File: config.mk
export PLATFORM = sky130hd
export DESIGN_NAME = spring_pair_force
export DESIGN_NICKNAME = d
export VERILOG_FILES = /design/src/rtl/spf_pkg.sv /design/src/rtl/spf_ctrl.sv /design/src/rtl/spf_dp.sv /design/src/rtl/spring_pair_force.sv
export SDC_FILE = /design/constraint.sdc
export NUM_CORES = 2
export LEC_CHECK = 0
export BUFFER_PORTS_ARGS = -buffer_cell sky130_fd_sc_hd__buf_2
export CAP_MARGIN = 20
export CORE_UTILIZATION = 51
export CTS_CLUSTER_SIZE = 16
export DETAILED_ROUTE_END_ITERATION = 8
export PLACE_DENSITY = 0.68
export REMOVE_ABC_BUFFERS = 1
export SLEW_MARGIN = 20
export SYNTH_ARGS = -nofsm -noshare
export SYNTH_HDL_FRONTEND = slang
export SYNTH_SLANG_ARGS = --single-unit
File: constraint.sdc
create_clock -name clock -period 17.6 [get_ports clock]
set_clock_uncertainty 0.2 [all_clocks]
set_input_delay 1.76 -clock clock [delete_from_list [all_inputs] [get_ports clock]]
set_output_delay 1.76 -clock clock [all_outputs]
set_load 0.02 [all_outputs]
File: src/rtl/spf_pkg.sv
package spf_pkg;

   localparam logic [31:0] LFSR_SEED = 32'hACE1ACE1;
   localparam logic [31:0] LFSR_TAPS = 32'hA3000000;

   localparam logic [1:0] OP_NONE = 2'd0;
   localparam logic [1:0] OP_FROM = 2'd1;
   localparam logic [1:0] OP_TO   = 2'd2;

   localparam logic REG_STRENGTH = 1'b0;
   localparam logic REG_REST     = 1'b1;

   typedef enum logic [11:0] {
      S_IDLE = 12'b0000_0000_0001,
      S_SQ   = 12'b0000_0000_0010,
      S_SQI  = 12'b0000_0000_0100,
      S_SQRT = 12'b0000_0000_1000,
      S_CHK  = 12'b0000_0001_0000,
      S_SA   = 12'b0000_0010_0000,
      S_AXI  = 12'b0000_0100_0000,
      S_MUL  = 12'b0000_1000_0000,
      S_DIV  = 12'b0001_0000_0000,
      S_FIN  = 12'b0010_0000_0000,
      S_RND  = 12'b0100_0000_0000,
      S_DONE = 12'b1000_0000_0000
   } state_type;

   typedef struct packed {
      logic       load;
      logic       zero;
      logic       sq_acc;
      logic       sqrt_init;
      logic       sqrt_step;
      logic       sa_mul;
      logic       axis_init;
      logic       mul_step;
      logic       div_step;
      logic       axis_store;
      logic       rand_step;
      logic [1:0] axis;
   } cmd_type;

   typedef struct packed {
      logic dist_zero;
   } status_type;

endpackage

File: src/rtl/spf_ctrl.sv
module spf_ctrl import spf_pkg::*; #(
   parameter int WORD_BITS = 32
) (
   input  logic       clock,
   input  logic       reset,
   input  logic       req_tvalid,
   input  logic [1:0] req_op,
   output logic       req_tready,
   input  logic       out_free,
   output logic       out_load,
   input  status_type status,
   output cmd_type    cmd
);

   localparam int NW = 3 * WORD_BITS + 2;
   localparam int CW = $clog2(NW + 1);

   state_type state_ff, state_in;
   logic [CW-1:0] cnt_ff, cnt_in;
   logic [1:0] k_ff, k_in;
   logic active;

   assign active = (req_op == OP_FROM) || (req_op == OP_TO);
   assign req_tready = (state_ff == S_IDLE);

   always_comb begin
      state_in = state_ff;
      cnt_in   = cnt_ff;
      k_in     = k_ff;
      cmd      = '0;
      cmd.axis = k_ff;
      out_load = 1'b0;
      case (state_ff)
         S_IDLE: begin
            if (req_tvalid) begin
               cmd.load = 1'b1;
               cmd.zero = !active;
               k_in     = 2'd0;
               state_in = active ? S_SQ : S_DONE;
            end
         end
         S_SQ: begin
            cmd.sq_acc = 1'b1;
            if (k_ff == 2'd2) begin
               k_in     = 2'd0;
               state_in = S_SQI;
            end else begin
               k_in = k_ff + 2'd1;
            end
         end
         S_SQI: begin
            cmd.sqrt_init = 1'b1;
            cnt_in        = '0;
            state_in      = S_SQRT;
         end
         S_SQRT: begin
            cmd.sqrt_step = 1'b1;
            cnt_in        = cnt_ff + 1'b1;
            if (cnt_ff == CW'(WORD_BITS)) state_in = S_CHK;
         end
         S_CHK: begin
            k_in     = 2'd0;
            state_in = status.dist_zero ? S_RND : S_SA;
         end
         S_RND: begin
            cmd.rand_step = 1'b1;
            k_in          = k_ff + 2'd1;
            if (k_ff == 2'd2) state_in = S_DONE;
         end
         S_SA: begin
            cmd.sa_mul = 1'b1;
            state_in   = S_AXI;
         end
         S_AXI: begin
            cmd.axis_init = 1'b1;
            cnt_in        = '0;
            state_in      = S_MUL;
         end
         S_MUL: begin
            cmd.mul_step = 1'b1;
            cnt_in       = cnt_ff + 1'b1;
            if (cnt_ff == CW'(WORD_BITS)) begin
               cnt_in   = '0;
               state_in = S_DIV;
            end
         end
         S_DIV: begin
            cmd.div_step = 1'b1;
            cnt_in       = cnt_ff + 1'b1;
            if (cnt_ff == CW'(NW - 1)) state_in = S_FIN;
         end
         S_FIN: begin
            cmd.axis_store = 1'b1;
            k_in           = k_ff + 2'd1;
            state_in       = (k_ff == 2'd2) ? S_DONE : S_AXI;
         end
         S_DONE: begin
            if (out_free) begin
               out_load = 1'b1;
               state_in = S_IDLE;
            end
         end
         default: state_in = S_IDLE;
      endcase
   end

   always_ff @(posedge clock) begin
      if (reset) begin
         state_ff <= S_IDLE;
         cnt_ff   <= '0;
         k_ff     <= 2'd0;
      end else begin
         state_ff <= state_in;
         cnt_ff   <= cnt_in;
         k_ff     <= k_in;
      end
   end

endmodule

File: src/rtl/spf_dp.sv
module spf_dp import spf_pkg::*; #(
   parameter int WORD_BITS = 32,
   parameter int FRAC_BITS = 16
) (
   input  logic                 clock,
   input  logic                 reset,
   input  cmd_type              cmd,
   output status_type           status,
   input  logic [1:0]           op,
   input  logic [WORD_BITS-1:0] from_x,
   input  logic [WORD_BITS-1:0] from_y,
   input  logic [WORD_BITS-1:0] from_z,
   input  logic [WORD_BITS-1:0] to_x,
   input  logic [WORD_BITS-1:0] to_y,
   input  logic [WORD_BITS-1:0] to_z,
   input  logic [WORD_BITS-1:0] strength,
   input  logic [WORD_BITS-1:0] rest,
   output logic [WORD_BITS-1:0] force_x,
   output logic [WORD_BITS-1:0] force_y,
   output logic [WORD_BITS-1:0] force_z,
   output logic                 random_used
);

   localparam int W  = WORD_BITS;
   localparam int F  = FRAC_BITS;
   localparam int SW = 2 * W + 2;
   localparam int PW = 2 * W + 1;
   localparam int NW = 3 * W + 2;
   localparam int TW = NW - F;

   logic signed [W:0] d_ff [3];
   logic to_end_ff;
   logic [SW-1:0] sum_ff, src_ff;
   logic [W+1:0] srem_ff;
   logic [W:0] root_ff;
   logic [PW-1:0] p_ff;
   logic dneg_ff, neg_ff;
   logic [NW-1:0] acc_ff;
   logic [W:0] mpl_ff, drem_ff;
   logic [W-1:0] force_ff [3];
   logic rnd_ff;
   logic [31:0] lfsr_ff;

   // shared multiplier
   logic signed [W:0] d_sel;
   logic [W:0] ad, mul_a, mul_b, adelta;
   logic [SW-1:0] prod;
   logic dneg;

   assign d_sel = d_ff[cmd.axis];
   assign ad    = d_sel[W] ? (W+1)'(-d_sel) : d_sel;
   assign dneg  = root_ff < {1'b0, rest};
   assign adelta = dneg ? ({1'b0, rest} - root_ff) : (root_ff - {1'b0, rest});
   assign mul_a = cmd.sa_mul ? {1'b0, strength} : ad;
   assign mul_b = cmd.sa_mul ? adelta : ad;
   assign prod  = mul_a * mul_b;

   // square root step, two radicand bits per cycle
   logic [W+3:0] s_remx, s_trial;
   logic s_ge;
   assign s_remx  = {srem_ff, src_ff[SW-1:SW-2]};
   assign s_trial = {1'b0, root_ff, 2'b01};
   assign s_ge    = s_remx >= s_trial;

   // restoring divide step by dist
   logic [W+1:0] q_shift;
   logic q_ge;
   assign q_shift = {drem_ff, acc_ff[NW-1]};
   assign q_ge    = q_shift >= {1'b0, root_ff};

   // saturate magnitude to signed word
   logic [TW-1:0] t, half;
   logic [W-1:0] sat;
   assign t    = acc_ff[NW-1:F];
   assign half = TW'(1) << (W - 1);
   always_comb begin
      if (neg_ff) begin
         if (t > half) sat = {1'b1, {(W-1){1'b0}}};
         else          sat = W'(-t[W-1:0]);
      end else begin
         if (t >= half) sat = {1'b0, {(W-1){1'b1}}};
         else           sat = t[W-1:0];
      end
   end

   // LFSR step and random axis value
   logic [31:0] lfsr_in;
   logic signed [F+1:0] rv;
   assign lfsr_in = (lfsr_ff >> 1) ^ (lfsr_ff[0] ? LFSR_TAPS : 32'd0);
   always_comb begin
      rv = $signed({1'b0, lfsr_in[F:0]}) - $signed((F+2)'(1) << F);
      if (to_end_ff) rv = -rv;
   end

   always_ff @(posedge clock) begin
      if (reset) begin
         lfsr_ff <= LFSR_SEED;
         rnd_ff  <= 1'b0;
      end else begin
         if (cmd.rand_step) lfsr_ff <= lfsr_in;
         if (cmd.load) rnd_ff <= 1'b0;
         else if (cmd.rand_step) rnd_ff <= 1'b1;
      end
   end

   always_ff @(posedge clock) begin
      if (cmd.load) begin
         to_end_ff <= (op == OP_TO);
         d_ff[0]   <= $signed({from_x[W-1], from_x}) - $signed({to_x[W-1], to_x});
         d_ff[1]   <= $signed({from_y[W-1], from_y}) - $signed({to_y[W-1], to_y});
         d_ff[2]   <= $signed({from_z[W-1], from_z}) - $signed({to_z[W-1], to_z});
         sum_ff    <= '0;
      end
      if (cmd.zero) begin
         force_ff[0] <= '0;
         force_ff[1] <= '0;
         force_ff[2] <= '0;
      end
      if (cmd.sq_acc) sum_ff <= sum_ff + prod;
      if (cmd.sqrt_init) begin
         src_ff  <= sum_ff;
         srem_ff <= '0;
         root_ff <= '0;
      end
      if (cmd.sqrt_step) begin
         src_ff  <= src_ff << 2;
         srem_ff <= s_ge ? (W+2)'(s_remx - s_trial) : (W+2)'(s_remx);
         root_ff <= {root_ff[W-1:0], s_ge};
      end
      if (cmd.sa_mul) begin
         p_ff    <= prod[PW-1:0];
         dneg_ff <= dneg;
      end
      if (cmd.axis_init) begin
         acc_ff  <= '0;
         drem_ff <= '0;
         mpl_ff  <= ad;
         neg_ff  <= (dneg_ff == d_sel[W]) ^ to_end_ff;
      end
      if (cmd.mul_step) begin
         acc_ff <= (acc_ff << 1) + (mpl_ff[W] ? NW'(p_ff) : '0);
         mpl_ff <= mpl_ff << 1;
      end
      if (cmd.div_step) begin
         drem_ff <= q_ge ? (W+1)'(q_shift - {1'b0, root_ff}) : q_shift[W:0];
         acc_ff  <= {acc_ff[NW-2:0], q_ge};
      end
      if (cmd.axis_store) force_ff[cmd.axis] <= sat;
      if (cmd.rand_step) force_ff[cmd.axis] <= W'(rv);
   end

   assign status.dist_zero = (root_ff == '0);
   assign force_x     = force_ff[0];
   assign force_y     = force_ff[1];
   assign force_z     = force_ff[2];
   assign random_used = rnd_ff;

endmodule

File: src/rtl/spring_pair_force.sv
// channel | dir | handshake             | payload
// req     | in  | req_tvalid/req_tready | tdata {to_z,to_y,to_x,from_z,from_y,from_x}, tuser op
// rsp     | out | rsp_tvalid/rsp_tready | tdata {force_z,force_y,force_x}, tuser random_used
// csr     | in  | csr_we                | csr_index, csr_wdata
// When the points differ, each item runs a bit-serial square root and then a bit-serial
// multiply and restoring divide once per axis; coincident points take an LFSR value per
// axis instead, and op none gives zero forces. Reset is synchronous and active high and
// clears control state and the LFSR.
// A finished result waits in the output register; the next item is taken meanwhile.
module spring_pair_force import spf_pkg::*; #(
   parameter int WORD_BITS = 32,
   parameter int FRAC_BITS = 16
) (
   input  logic                                 clock,
   input  logic                                 reset,
   input  logic                                 req_tvalid,
   output logic                                 req_tready,
   // from_x, from_y, from_z, to_x, to_y, to_z
   input  logic [((6*WORD_BITS+7)/8)*8-1:0]     req_tdata,
   // op
   input  logic [1:0]                           req_tuser,
   output logic                                 rsp_tvalid,
   input  logic                                 rsp_tready,
   // force_x, force_y, force_z
   output logic [((3*WORD_BITS+7)/8)*8-1:0]     rsp_tdata,
   // random_used
   output logic                                 rsp_tuser,
   input  logic                                 csr_we,
   input  logic                                 csr_index,
   input  logic [WORD_BITS-1:0]                 csr_wdata
);

   localparam int W     = WORD_BITS;
   localparam int RSPDW = ((3*W+7)/8)*8;

   logic [W-1:0] strength_ff, rest_ff;
   logic [RSPDW-1:0] rsp_tdata_ff;
   logic rsp_tuser_ff, rsp_tvalid_ff;
   logic out_load, out_free;
   logic [W-1:0] force_x, force_y, force_z;
   logic random_used;
   cmd_type cmd;
   status_type status;

   always_ff @(posedge clock) begin
      if (reset) begin
         strength_ff <= W'(1) << FRAC_BITS;
         rest_ff     <= W'(1) << FRAC_BITS;
      end else if (csr_we) begin
         case (csr_index)
            REG_STRENGTH: strength_ff <= csr_wdata;
            REG_REST:     rest_ff     <= csr_wdata;
            default: ;
         endcase
      end
   end

   assign out_free = !rsp_tvalid_ff || rsp_tready;

   spf_ctrl #(.WORD_BITS(WORD_BITS)) u_ctrl (
      .clock      (clock),
      .reset      (reset),
      .req_tvalid (req_tvalid),
      .req_op     (req_tuser),
      .req_tready (req_tready),
      .out_free   (out_free),
      .out_load   (out_load),
      .status     (status),
      .cmd        (cmd)
   );

   spf_dp #(.WORD_BITS(WORD_BITS), .FRAC_BITS(FRAC_BITS)) u_dp (
      .clock       (clock),
      .reset       (reset),
      .cmd         (cmd),
      .status      (status),
      .op          (req_tuser),
      .from_x      (req_tdata[W-1:0]),
      .from_y      (req_tdata[2*W-1:W]),
      .from_z      (req_tdata[3*W-1:2*W]),
      .to_x        (req_tdata[4*W-1:3*W]),
      .to_y        (req_tdata[5*W-1:4*W]),
      .to_z        (req_tdata[6*W-1:5*W]),
      .strength    (strength_ff),
      .rest        (rest_ff),
      .force_x     (force_x),
      .force_y     (force_y),
      .force_z     (force_z),
      .random_used (random_used)
   );

   always_ff @(posedge clock) begin
      if (reset) begin
         rsp_tvalid_ff <= 1'b0;
      end else if (out_load) begin
         rsp_tvalid_ff <= 1'b1;
      end else if (rsp_tready) begin
         rsp_tvalid_ff <= 1'b0;
      end
   end

   always_ff @(posedge clock) begin
      if (out_load) begin
         rsp_tdata_ff <= RSPDW'({force_z, force_y, force_x});
         rsp_tuser_ff <= random_used;
      end
   end

   assign rsp_tvalid = rsp_tvalid_ff;
   assign rsp_tdata  = rsp_tdata_ff;
   assign rsp_tuser  = rsp_tuser_ff;

endmodule

# --- Word level (Yosys, flattened, before mapping) ---
# Memories as Yosys holds them, arrays and structs flattened. A register that Yosys moved wholly into a read port is not among the register bits.
# Index checks and enable logic that the tools add are counted.
word_totals:
  mem_count: 2
  output_inout_bits: 99
  wordCells: 168
  mem_bits_ro: 0
  latch_bits: 0
  in_bits: 232
  ram_bits: 195
  regBits: 551
memory_table:
  columns: ["name", "words", "width", "read_ports", "rd_clocked_by_memory_dff", "write_ports", "line", "rtl"]
  rows:
  - ["u_dp.d_ff", 3, 33, 1, 1, 3, "spf_dp.sv:31", "logic signed [W:0] d_ff [3];"]
  - ["u_dp.force_ff", 3, 32, 3, 3, 3, "spf_dp.sv:40", "logic [W-1:0] force_ff [3];"]
op_classes:
  n_lt_le_gt_ge: 5
  n_eq_ne: 25
  muxes: 72
  n_div: 0
  multipliers: 1
  add_sub_neg: 15
  n_bitwise: 4
  reduce_logical: 22
  shift: 0
ops:
  columns: ["op", "count"]
  rows:
  - ["$mux 33", 11]
  - ["$mux 98", 3]
  - ["$mux 66", 4]
  - ["$mux 32", 6]
  - ["$pmux 12 s12", 1]
  - ["$mux 12", 9]
  - ["$mux 34", 3]
  - ["$sub 32x32->33", 3]
  - ["$add 98x98->98", 1]
  - ["$ge 82x32->1 const B", 1]
  - ["$gt 82x32->1 const B", 1]
  - ["$add 66x66->66", 1]
  - ["$mul 33x33->66", 1]
  - ["$mux 65", 1]
  - ["$ge 36x35->1", 1]
  - ["$ge 34x33->1", 1]
  - ["$sub 34x34->34", 1]
  - ["$logic_not 33->1", 1]
  - ["$lt 33x32->1", 1]
  - ["$neg 33->33", 1]
  - ["$sub 32x33->33", 1]
  - ["$sub 33x32->33", 1]
  - ["$sub 33x33->33", 1]
  - ["$neg 32->32", 1]
  - ["43 further kinds", 88]

# --- Depth between registers and ports, before layout ---
logic_depth:
  depth_word: 8
  ltp_mapped: 58
  depth_no_buf: 54

# --- Hierarchy ---
# A second synthesis with hierarchy kept.
unflattened:
  hier_cells: 9711
  area_unflattened_um2: 90276.6
modules_own_cells:
  columns: ["mod", "cells_per_inst", "area_per_inst_um2", "n_inst", "seq_area_each_um2"]
  rows:
  - ["spf_dp", 9214, 83354.9, 1, 19428.6]
  - ["spring_pair_force", 346, 5636.7, 1, 4214.0]
  - ["spf_ctrl", 151, 1285.0, 1, 420.4]

# --- Worst setup path after synthesis ---
# Ideal clock, no wire load.
synth_path:
  kind: "register to register"
  start: "reg u_ctrl.state_ff[8]"
  end: "reg u_dp.sum_ff[65] (data pin)"
  path_slack_ps: 4288
  path_buffers: 4
  setup_time_ps: 266
  required_time_ps: 17134
  synth_period_minus_slack_ps: 13312
  path_stages_with_launch: 44
  t_arrival_ps: 12846
  path_cell_list: "dfxtp_1 > clkbuf_1 > or4_1 > nor2_1 > nand4b_1 > inv_1 > buf_1 > clkbuf_1 > a21oi_1 > nand2_1 > fa_1 > inv_1 > fa_1 > fa_1 > inv_1 > fa_1 > inv_1 > fa_1 > (+8 left out) > a221o_1 > a21o_1 > a211oi_1 > o21ai_1 > a31oi_1 > xnor2_1 > ha_1 > clkbuf_1 > and3_1 > and2_1 > and2_1 > a221oi_1 > o221a_2 > o22ai_1 > o21ai_0 > o211ai_1 > xnor2_1 > nor2_1"
synth_between:
  elab_chain_cells: 6
  word_cells_on_any_way: 9
  cone_classes: "add/sub: 1; mul: 1; eq/ne: 2; mux: 5"
synth_rtl:
  columns: ["element", "line", "rtl"]
  rows:
  - ["from (decl)", "spf_ctrl.sv:18", "state_type state_ff, state_in;"]
  - ["from (signal assigned)", "spf_ctrl.sv:113", "state_ff <= state_in;"]
  - ["$eq 12x6->1 *", "spf_ctrl.sv:33", "case (state_ff)"]
  - ["$mux 1 *", "spf_ctrl.sv:33", null]
  - ["$mux 33, on equally long branches", "spf_dp.sv:54, spf_dp.sv:55", null]
  - ["$mul 33x33->66 *", "spf_dp.sv:56", "assign prod = mul_a * mul_b;"]
  - ["via u_dp.prod[55]", "spf_dp.sv:47", "logic [SW-1:0] prod;"]
  - ["$add 66x66->66 *", "spf_dp.sv:119", "if (cmd.sq_acc) sum_ff <= sum_ff + prod;"]
  - ["$mux 66 *", "spf_dp.sv:119", null]
  - ["to (signal assigned)", "spf_dp.sv:119", null]
  - ["to (decl)", "spf_dp.sv:33", "logic [SW-1:0] sum_ff, src_ff;"]
# Mark *: on every way through the listed nets, which the timed path passes. The rest lies on a longest branch.
# A chain may end at the register's enable or synchronous reset.

# --- Worst setup path in the final report ---
layout_path:
  start: "reg u_dp.root_ff[1]"
  end: "reg u_dp.sum_ff[65] (data pin)"
layout_between:
  elab_chain_cells: 6
  word_cells_on_any_way: 8
  cone_classes: "add/sub: 3; mul: 1; order compare: 1; mux: 3"
layout_rtl:
  columns: ["element", "line", "rtl"]
  rows:
  - ["from (decl)", "spf_dp.sv:35", "logic [W:0] root_ff;"]
  - ["from (signal assigned)", "spf_dp.sv:128", "root_ff <= {root_ff[W-1:0], s_ge};"]
  - ["$sub 33x32->33, or another cell as far along", "spf_dp.sv:53", "assign adelta = dneg ? ({1'b0, rest} - root_ff) : (root_ff - {1'b0, rest});"]
  - ["$mux 33 *", "spf_dp.sv:53", null]
  - ["$mux 33 *", "spf_dp.sv:55", "assign mul_b = cmd.sa_mul ? adelta : ad;"]
  - ["$mul 33x33->66 *", "spf_dp.sv:56", null]
  - ["via u_dp.prod[51]", "spf_dp.sv:47", null]
  - ["$add 66x66->66 *", "spf_dp.sv:119", null]
  - ["$mux 66 *", "spf_dp.sv:119", null]
# Marked as above.

==> impl_metrics.env <==
export IMPL_drc=0
export IMPL_start_util_pct=51.61
export IMPL_wl_per_cell_um=23.30
export IMPL_overflow=0
export IMPL_ys_async_sr_fraction_pct=0
export IMPL_critPathTopFamily="adder cells"
export IMPL_nets=11630
export IMPL_cts_setup_buffers=0
export IMPL_startpoint_type="register"
export IMPL_postCtsHoldBufs=0
export IMPL_cts_tree="done"
export IMPL_r2r_cells=44
export IMPL_clock_root_buffer="clkbuf_16"
export IMPL_syn_to_final_growth_pct=7.835
export IMPL_final_hold_violation_count=0
export IMPL_yosysMostFrequentCell="inv_1"
export IMPL_core_area_um2=172300
export IMPL_fill_cells=15570
export IMPL_crit_required_ns=17.88
export IMPL_synth_enable_flop_cells=720
export IMPL_fmax_mhz=63.16
export IMPL_path_buf_inv=3
export IMPL_setup_viol_count_final=0
export IMPL_drtAntennaViolNets=0
export IMPL_cpMostUsedCell="fa_1"
export IMPL_portBuffers=330
export IMPL_synth_commonest_cells="inv_1 (1324), nor2_1 (1108), nand2_1 (1069)"
export IMPL_drv_cap=0
export IMPL_yosys_area_top_type="edfxtp_1"
export IMPL_synth_seq_cells=844
export IMPL_worstPathArrival_ns=16.11
export IMPL_vias=72490
export IMPL_relSlewSlack_pct=13.63
export IMPL_critical_path_cell_count=44
export IMPL_slowest_delay_ns=0.92
export IMPL_die_area_um2=176100
export IMPL_synth_largest_type_area_fraction_pct=24.31
export IMPL_antenna_found_initial=17
export IMPL_drv_slew=0
export IMPL_worst_pin_slew_ns=1.286
export IMPL_cts_sinks=844
export IMPL_rows=152
export IMPL_h_tree_depth=3
export IMPL_grt_pass1_wl_um=432600
export IMPL_insertion_delay_ns=0.76
export IMPL_grt_start_max_net_pins=85
export IMPL_die_h_um=419.6
export IMPL_multi_input_area_um2=58150
export IMPL_drive_gt1_share_pct=7.619
export IMPL_io_pins=331
export IMPL_rsz0062_at_grt="false"
export IMPL_dr_pass1_iters=7
export IMPL_cts_buffers_inserted=94
export IMPL_setup_tns_ns=0
export IMPL_path_class="register to register"
export IMPL_critPathMaxFanout=20
export IMPL_reg2reg_slack_ns=1.77
export IMPL_syn_area_um2=88930
export IMPL_slowest_stage="and2_1"
export IMPL_netlist_top_cells_area="edfxtp_1 (24%), fa_1 (22%), ha_1 (8.9%)"
export IMPL_vias_per_cell=5.944
export IMPL_status="completed"
export IMPL_syn_inst=9714
export IMPL_grt_total_usage_pct=32.30
export IMPL_grt_pass1_vias=71740
export IMPL_place_congestion=1.014
export IMPL_syn_area_per_cell_um2=9.155
export IMPL_ys_types=100
export IMPL_worstHoldPathCells=0
export IMPL_seq_area_um2=24110
export IMPL_drt_iter0_markers=6987
export IMPL_die_w_um=419.6
export IMPL_crit_path_end_kind="register"
export IMPL_cts_resized=0
export IMPL_hold_class="register to register"
export IMPL_clockBufferDepth=3
export IMPL_clkTransAtPathRegs_ns=0.07
export IMPL_routed_wl_um=284200
export IMPL_fin_crit_sh_pct=89.96
export IMPL_yosys_warnings=0
export IMPL_synth_ff_type="edfxtp_1"
export IMPL_ys_seq_area_share_pct=27.10
export IMPL_period_needed_ns=15.83
export IMPL_dp_hpwl_um=227800
-- sequential cells by signal (all words and copies together), names as in the netlist, 2 cells and up, named ones only --
signal           flops
rest_ff             32
rsp_tdata           96
strength_ff         32
u_ctrl.cnt_ff        7
u_ctrl.k_ff          2
u_ctrl.state_ff     12
u_dp.acc_ff         98
u_dp.d_ff           99
u_dp.drem_ff        33
u_dp.force_ff       96
u_dp.lfsr_ff        32
u_dp.mpl_ff         33
u_dp.p_ff           65
u_dp.root_ff        33
u_dp.src_ff         66
u_dp.srem_ff        34
u_dp.sum_ff         66
-- metal layers --
layer / vias up / global-route usage, % / part of all wire [%]
met4: 8 / 13.96 / 5.0
li1: 32510 / - / -
met3: 652 / 6.200 / 8.9
met5: - / 0 / 0.019
met1: 35970 / 43.60 / 41
met2: 3350 / 50.65 / 45
-- path summary, 6_finish.rpt --
| check | start | end |
|---|---|---|
| worst max register to register | u_dp.root_ff[1] | u_dp.sum_ff[65] |
| worst min-delay path | u_dp.force_ff[0][9] | rsp_tdata[9] |
| worst min register to register | u_dp.force_ff[0][9] | rsp_tdata[9] |
| worst max-delay path | u_dp.root_ff[1] | u_dp.sum_ff[65] |
-- cell type report --
cell class              count  share of cell area [%]
diodes                      3                0.007828
clock inverters            61                  0.7645
inverters                1335                   5.228
multi-input cells        7084                   60.64
well taps                2310                   3.014
flip-flops and latches    844                   25.14
clock buffers             115                   2.588
repair buffers            444                   2.621
-- cell usage in the layout (no fill, tap or decap), types with 28 or more instances in the layout --
cell type  instances
a211oi_1          43
a21o_1           265
a21oi_1          588
a22o_1           101
a31oi_1           78
and2_1           144
and3_1            68
buf_2            329
buf_4            114
clkbuf_16         95
dfxtp_1          122
edfxtp_1         720
fa_1             966
ha_1             633
inv_1           1323
mux2i_1          102
nand2_1         1067
nand2b_1          66
nand3_1          119
nand4_1           90
nor2_1          1097
nor2b_1           57
nor3_1            89
nor4_1            42
o211ai_1          29
o21a_1            88
o21ai_0          345
o21ai_1           29
o21bai_1          80
o31ai_1           28
or2_2             34
or3_1             34
xnor2_1          251
xor2_1           145
-- cells by family (layout without fill, tap and decap cells) --
group,after synthesis,count (layout),share of synthesized area [%]
multiplexers,133,133,1.608
AND/OR/NAND/NOR,3028,3028,15.13
adder cells (fa/ha/maj),1599,1599,30.65
XOR/XNOR,401,401,3.949
flip-flops,844,844,27.10
other,2,18,0.008445
AO/OA/AOI/OAI,1908,1908,13.73
buffers and inverters,1799,1955,7.818
-- through the flow --
stage	cell area (um^2)	hold WS (ns)	worst slack, ns	util, %	cells
floorplan	87040	0.2003	1.898	-	9263
global placement	92580	0.2014	1.804	53.73	12010
CTS	95870	0.1990	1.639	55.64	12190
global route	95900	0.2041	1.204	55.65	12190
finish	95900	0.2038	1.766	55.66	12200
detailed placement	92660	0.2045	1.645	53.77	12020
Power is not shown: default switching activity piles up to over one toggle a cycle in this logic, so the estimate is an artifact.
